==> config.mk <==
export PLATFORM = sky130hd
export DESIGN_NAME = linked_list_fifo_with_remove
export DESIGN_NICKNAME = d
export VERILOG_FILES = /design/src/rtl/llq_pkg.sv /design/src/rtl/llq_cell.sv /design/src/rtl/linked_list_fifo_with_remove.sv
export SDC_FILE = /design/constraint.sdc
export NUM_CORES = 2
export LEC_CHECK = 0
export BUFFER_PORTS_ARGS = -buffer_cell sky130_fd_sc_hd__clkbuf_2
export CORE_MARGIN = 4
export CORE_UTILIZATION = 30
export DETAILED_ROUTE_END_ITERATION = 16
export PLACE_DENSITY = 0.48
export REMOVE_ABC_BUFFERS = 1
export SLEW_MARGIN = 25
export SYNTH_ARGS = -nofsm -noshare
export SYNTH_HDL_FRONTEND = slang
export SYNTH_SLANG_ARGS = --single-unit
export TNS_END_PERCENT = 10
==> constraint.sdc <==
create_clock -name clk -period 7.8 [get_ports clk]
set_input_delay 0.78 -clock clk [delete_from_list [all_inputs] [get_ports clk]]
set_output_delay 0.78 -clock clk [all_outputs]
set_load 0.005 [all_outputs]
==> src/rtl/llq_pkg.sv <==
// types and constants shared by the linked list queue manager
package llq_pkg;

  localparam int unsigned OP_W     = 2;
  localparam int unsigned ID_W     = 6;
  localparam int unsigned ID_SPACE = 1 << ID_W;

  localparam logic [OP_W-1:0] OP_ENQ = 2'd0;
  localparam logic [OP_W-1:0] OP_DEQ = 2'd1;
  localparam logic [OP_W-1:0] OP_REM = 2'd2;

  typedef struct packed {
    logic [OP_W-1:0] op;
    logic [ID_W-1:0] entry_id;
  } in_t;

  typedef struct packed {
    logic            item_valid;
    logic [ID_W-1:0] item_id;
    logic            found;
    logic            now_empty;
  } out_t;

  typedef struct packed {
    logic            enq;
    logic            rem;
    logic            shift;
    logic            loop;
    logic [ID_W-1:0] id;
  } cell_cmd_t;

  typedef struct packed {
    logic found;
    logic placed;
    logic hit_last;
  } carry_t;

endpackage

==> src/rtl/llq_cell.sv <==
// one queue slot: holds an id, passes the scan token and its flags to the right
module llq_cell (
  input  logic                       clk,
  input  logic                       rst_n,
  input  llq_pkg::cell_cmd_t         cmd,
  input  logic                       tok_i,
  input  llq_pkg::carry_t            car_i,
  input  logic                       nxt_vld_i,
  input  logic [llq_pkg::ID_W-1:0]   nxt_id_i,
  output logic                       tok_o,
  output llq_pkg::carry_t            car_o,
  output logic                       vld_o,
  output logic [llq_pkg::ID_W-1:0]   id_o
);
  import llq_pkg::*;

  logic            vld_r;
  logic            vld_nxt;
  logic [ID_W-1:0] id_r;
  logic [ID_W-1:0] id_nxt;
  logic            tok_r;
  carry_t          car_r;
  logic            match;
  logic            at_last;

  always_ff @(posedge clk) begin
    if (!rst_n) begin
      vld_r <= 1'b0;
      tok_r <= 1'b0;
      car_r <= '0;
    end else begin
      vld_r <= vld_nxt;
      tok_r <= tok_i;
      car_r <= car_i;
    end
  end

  always_ff @(posedge clk) begin
    id_r <= id_nxt;
  end

  always_comb begin
    match   = vld_r && (id_r == cmd.id);
    at_last = match && !nxt_vld_i;
    vld_nxt = vld_r;
    id_nxt  = id_r;
    car_o   = car_r;
    if (cmd.shift) begin
      vld_nxt = nxt_vld_i;
      id_nxt  = nxt_id_i;
    end else if (tok_r && cmd.enq) begin
      if (car_r.found) begin
        // drop everything behind a re-queued id
        vld_nxt = 1'b0;
      end else if (match) begin
        car_o.found    = 1'b1;
        car_o.hit_last = at_last;
      end else if (!vld_r && !car_r.placed) begin
        vld_nxt      = 1'b1;
        id_nxt       = cmd.id;
        car_o.placed = 1'b1;
      end
    end else if (tok_r && cmd.rem) begin
      if (at_last && cmd.loop) begin
        // tail repeats itself: only the repeat goes
        car_o.found    = 1'b1;
        car_o.hit_last = 1'b1;
      end else if (car_r.found || match) begin
        vld_nxt     = nxt_vld_i;
        id_nxt      = nxt_id_i;
        car_o.found = 1'b1;
      end
    end
  end

  assign tok_o = tok_r;
  assign vld_o = vld_r;
  assign id_o  = id_r;

endmodule

==> src/rtl/linked_list_fifo_with_remove.sv <==
// linked list queue manager: a row of slots kept in queue order, head in slot 0
// N = min(POOL_ENTRIES, 64) slots; a scan token moves one slot per cycle
// enqueue and remove with an in-range id pass the token over every slot, then ST_DONE
// dequeue reads slot 0 and shifts in ST_DEQ; others go to ST_DONE; one request at a time
// synchronous active-low reset empties the queue, no clearing pass needed
module linked_list_fifo_with_remove #(
  parameter int unsigned POOL_ENTRIES = 64
) (
  input  logic          clk,
  input  logic          rst_n,
  input  logic          in_valid,
  output logic          in_stall,
  input  llq_pkg::in_t  in_data,
  output logic          out_valid,
  input  logic          out_stall,
  output llq_pkg::out_t out_data
);
  import llq_pkg::*;

  localparam int unsigned N_CELLS = (POOL_ENTRIES < ID_SPACE) ? POOL_ENTRIES : ID_SPACE;

  localparam logic [1:0] ST_IDLE = 2'd0;
  localparam logic [1:0] ST_PASS = 2'd1;
  localparam logic [1:0] ST_DEQ  = 2'd2;
  localparam logic [1:0] ST_DONE = 2'd3;

  logic [1:0]      state_r;
  logic [1:0]      state_nxt;
  logic [OP_W-1:0] op_r;
  logic [OP_W-1:0] op_nxt;
  logic [ID_W-1:0] id_r;
  logic [ID_W-1:0] id_nxt;
  logic            loop_r;
  logic            loop_nxt;
  out_t            res_r;
  out_t            res_nxt;
  logic            out_valid_r;
  logic            out_valid_nxt;
  out_t            out_data_r;
  out_t            out_data_nxt;

  logic            accept;
  logic            in_rng;
  logic            start;
  cell_cmd_t       cmd;

  logic            tok_w [0:N_CELLS];
  carry_t          car_w [0:N_CELLS];
  logic            vld_w [0:N_CELLS];
  logic [ID_W-1:0] id_w  [0:N_CELLS];

  assign in_stall  = (state_r != ST_IDLE);
  assign accept    = in_valid && !in_stall;
  assign in_rng    = (32'(in_data.entry_id) < POOL_ENTRIES);
  assign start     = accept && in_rng &&
                     ((in_data.op == OP_ENQ) || (in_data.op == OP_REM));
  assign out_valid = out_valid_r;
  assign out_data  = out_data_r;

  assign cmd.enq   = (state_r == ST_PASS) && (op_r == OP_ENQ);
  assign cmd.rem   = (state_r == ST_PASS) && (op_r == OP_REM);
  assign cmd.shift = (state_r == ST_DEQ) && !(loop_r && !vld_w[1]);
  assign cmd.loop  = loop_r;
  assign cmd.id    = id_r;

  assign tok_w[0]       = start;
  assign car_w[0]       = '0;
  assign vld_w[N_CELLS] = 1'b0;
  assign id_w[N_CELLS]  = '0;

  for (genvar i = 0; i < N_CELLS; i++) begin : g_cell
    llq_cell u_cell (
      .clk       (clk),
      .rst_n     (rst_n),
      .cmd       (cmd),
      .tok_i     (tok_w[i]),
      .car_i     (car_w[i]),
      .nxt_vld_i (vld_w[i+1]),
      .nxt_id_i  (id_w[i+1]),
      .tok_o     (tok_w[i+1]),
      .car_o     (car_w[i+1]),
      .vld_o     (vld_w[i]),
      .id_o      (id_w[i])
    );
  end

  always_ff @(posedge clk) begin
    if (!rst_n) begin
      state_r     <= ST_IDLE;
      loop_r      <= 1'b0;
      out_valid_r <= 1'b0;
    end else begin
      state_r     <= state_nxt;
      loop_r      <= loop_nxt;
      out_valid_r <= out_valid_nxt;
    end
  end

  always_ff @(posedge clk) begin
    op_r       <= op_nxt;
    id_r       <= id_nxt;
    res_r      <= res_nxt;
    out_data_r <= out_data_nxt;
  end

  always_comb begin
    state_nxt     = state_r;
    op_nxt        = op_r;
    id_nxt        = id_r;
    loop_nxt      = loop_r;
    res_nxt       = res_r;
    out_valid_nxt = out_valid_r && out_stall;
    out_data_nxt  = out_data_r;
    case (state_r)
      ST_IDLE: begin
        if (accept) begin
          op_nxt  = in_data.op;
          id_nxt  = in_data.entry_id;
          res_nxt = '0;
          if (start) begin
            state_nxt = ST_PASS;
          end else if (in_data.op == OP_DEQ) begin
            state_nxt = ST_DEQ;
          end else begin
            state_nxt = ST_DONE;
          end
        end
      end
      ST_PASS: begin
        if (tok_w[N_CELLS]) begin
          res_nxt.found = (op_r == OP_REM) && car_w[N_CELLS].found;
          if (op_r == OP_ENQ) begin
            loop_nxt = car_w[N_CELLS].hit_last;
          end else begin
            loop_nxt = loop_r && !car_w[N_CELLS].hit_last;
          end
          state_nxt = ST_DONE;
        end
      end
      ST_DEQ: begin
        res_nxt.item_valid = vld_w[0];
        res_nxt.item_id    = vld_w[0] ? id_w[0] : '0;
        if (vld_w[0] && loop_r && !vld_w[1]) begin
          loop_nxt = 1'b0;
        end
        state_nxt = ST_DONE;
      end
      ST_DONE: begin
        if (!out_valid_r || !out_stall) begin
          out_valid_nxt           = 1'b1;
          out_data_nxt            = res_r;
          out_data_nxt.now_empty  = !vld_w[0];
          state_nxt               = ST_IDLE;
        end
      end
      default: begin
        state_nxt = ST_IDLE;
      end
    endcase
  end

endmodule
==> results.sh <==
export IMPL_status="finished clean"
export IMPL_r2r_end="g_cell[25].u_cell.vld_o"
export IMPL_cpPeakStageDelay_ns=0.61
export IMPL_finalCritPeriodShare_pct=49.3
export IMPL_slew_violations=0
export IMPL_rsz0062_at_grt="no"
export IMPL_synth_main_ff_cell="edfxtp_1"
export IMPL_cts_made_buffers=85
export IMPL_crit_cells=9
export IMPL_synth_seq_cells=730
export IMPL_path_clk_slew_ns=0.06
export IMPL_final_min_clock_period_ns=3.85
export IMPL_met3_usage_pct=1.94
export IMPL_grt_antenna_before_repair=2
export IMPL_fmax_ghz=0.260
export IMPL_reg2reg_from="op_r[1]"
export IMPL_synthToLayoutAreaGrowth_pct=11.1
export IMPL_async_flop_share_pct=0
export IMPL_r2r_cells=9
export IMPL_syn_cell_area_um2=39400
export IMPL_synth_distinct_cells=88
export IMPL_finClkSkew_ns=0.0332
export IMPL_hold_viol=0
export IMPL_critical_path_endpoint_type="flip-flop"
export IMPL_synth_cells=3756
export IMPL_io_buffers=22
export IMPL_drc=0
export IMPL_layout_cells_non_filler=5409
export IMPL_clock_latency_ns=0.65
export IMPL_die_w_um=370
export IMPL_routed_wl_mm=108
export IMPL_cts_repair_resized=0
export IMPL_grt_overflow=0
export IMPL_cp_common_cell="buf_4"
export IMPL_crit_start="op_r[1]"
export IMPL_drive_above_1_share_pct=19.1
export IMPL_vdd_drop_max_v=0.000167
export IMPL_arrival_ns=4.44
export IMPL_met2_usage_pct=25.1
export IMPL_grt_util_met1_pct=21.4
export IMPL_crit_buf_inv=3
export IMPL_critPathCapture="g_cell[25].u_cell.vld_o"
export IMPL_wl_per_cell_um=20.0
export IMPL_fillers=13000
export IMPL_cts_tree="done"
export IMPL_final_cell_mix="edfxtp_1, mux2_2, dfxtp_1"
export IMPL_vias=28300
export IMPL_place_inst=5248
export IMPL_postCtsSetupRepairBufs=0
export IMPL_final_nets=3610
export IMPL_grt_pass1_wl_mm=170
export IMPL_die_y_um=370
export IMPL_ant_nets=0
export IMPL_synth_seq_area_share_pct=47.4
export IMPL_path_class="flip-flop to flip-flop"
export IMPL_tns_ns=0
export IMPL_initialDrtViolationCount=1986
export IMPL_start_util_pct=30.3
export IMPL_crit_chain="buf_12 > or3b_1 > buf_4 > a21oi_4 > buf_4 > nand2_1 > or3_1 > a221oi_1 > o31a_1"
export IMPL_dieArea_um2=137000
export IMPL_cts_hold_buf=0
export IMPL_yosysWarnings=0
export IMPL_path_max_fanout=90
export IMPL_worst_pin_slew_ns=1.00
export IMPL_p_per_area_nw_per_um2=278
export IMPL_synth_edf_count=403
export IMPL_clock_sinks=730
export IMPL_syn_area_per_cell_um2=10.5
export IMPL_slew_headroom_pct=32.4
export IMPL_grt_usage_pct=15.4
export IMPL_setup_viol_count_final=0
export IMPL_globalplace_congestion=0.781
export IMPL_cp_start_kind="flip-flop"
export IMPL_p_leak_nw=14.2
export IMPL_drtPass1Iterations=5
export IMPL_cp_top_family="simple AND/OR/NAND/NOR gates"
export IMPL_ioPinCount=23
export IMPL_hold_class="primary input to flip-flop"
export IMPL_diodes=0
export IMPL_hp_start="in_data[0]"
export IMPL_avgViaCountPerCell=5.23
export IMPL_layout_commonest_cell="edfxtp_1"
export IMPL_clock_path_buffers=3
export IMPL_worst_path_max_delay_cell="buf_4"
export IMPL_coreArea_um2=130000
export IMPL_grt_pass1_vias=28100
export IMPL_grt_max_degree=94
export IMPL_drv_cap=0
export IMPL_num_rows=132
export IMPL_cts_root_buf="clkbuf_16"
export IMPL_cts_max_level=3
export IMPL_hpwl_mm=66.2
export IMPL_r2r_slack_ns=3.95
export IMPL_total_power_w=0.0122
export IMPL_busiest_layer="met2"
export IMPL_cp_required_ns=8.39
[where the power goes]
group | internal (W) | switching, W
Sequential | 0.00482 | 0.000436
Combinational | 0.00102 | 0.00173
Clock | 0.00249 | 0.00166
[routing by layer]
layer,share of wire (%),vias up
li1,-,13500
met1,48,14000
met2,46,680
met3,3.9,178
met4,2.7,0
met5,0,-
[metrics by stage]
step	hold slack (ns)	setup slack, ns	cell area, µm²	utilization (%)
2_1_floorplan	0.400	1.66	38000	-
3_3_place_gp	0.406	3.98	40800	31.4
3_5_place_dp	0.406	3.98	40800	31.4
4_1_cts	0.270	3.95	43700	33.6
5_1_grt	0.284	3.77	43700	33.6
6_report	0.318	3.95	43700	33.6
[area by class of cell]
cell class	count	area, µm²	area share, %
clock buffers	113	2430	5.56
clock inverters	47	492	1.12
inverters	56	215	0.492
multi-input cells	2648	19200	43.9
flip-flops and latches	730	18700	42.6
well taps	1742	2180	4.98
repair buffers	73	572	1.31
[how the worst min path moves through the flow]
stage	endpoint	cells after the start
floorplan	out_data[1]	0
CTS	id_r[0]	1
finish	id_r[0]	1
global route	id_r[0]	1
global placement	out_data[5]	0
detailed placement	out_data[8]	0
[worst reg2reg max path, stage by stage, from the launching register on]
cell and delay, ns:
edfxtp_1 0.41, buf_12 0.27, or3b_1 0.45, buf_4 0.26, a21oi_4 0.54, buf_4 0.61
nand2_1 0.41, or3_1 0.40, a221oi_1 0.29, o31a_1 0.16
[sequential cells by signal, indices dropped and copies added, names as in the netlist]
register	cells
id_r	6
loop_r	1
g_cell.u_cell.id_o	384
op_r	2
g_cell.u_cell.tok_o	64
out_data	9
g_cell.u_cell.vld_o	64
out_valid	1
g_cell.u_cell.car_r	189
res_r	8
state_r	2
[kinds of logic after synthesis]
group / count (synthesis) / synth area share (%)
simple gates: 1075 / 14.2
mux: 467 / 13.1
xor+xnor: 390 / 8.68
buf+inv: 378 / 4.12
flops: 730 / 47.4
compound gates: 712 / 12.4
fa+ha+maj: 4 / 0.127
[synthesized netlist by cell type (56+ instances only)]
master | instances | area (µm²)
a21oi_1 | 175 | 876
a31oi_1 | 104 | 651
and2_1 | 59 | 369
buf_2 | 69 | 345
clkbuf_1 | 208 | 781
dfxtp_1 | 327 | 6550
edfxtp_1 | 403 | 12100
mux2_2 | 390 | 4390
mux2i_1 | 77 | 771
nand2_1 | 223 | 837
nand2b_1 | 56 | 350
nand3_1 | 57 | 285
nand4_1 | 71 | 444
nor2_1 | 318 | 1190
nor3_1 | 130 | 651
o21ai_0 | 78 | 390
xnor2_1 | 218 | 1910
xor2_1 | 172 | 1510
Note: power is estimated with default switching activity, not from simulation.
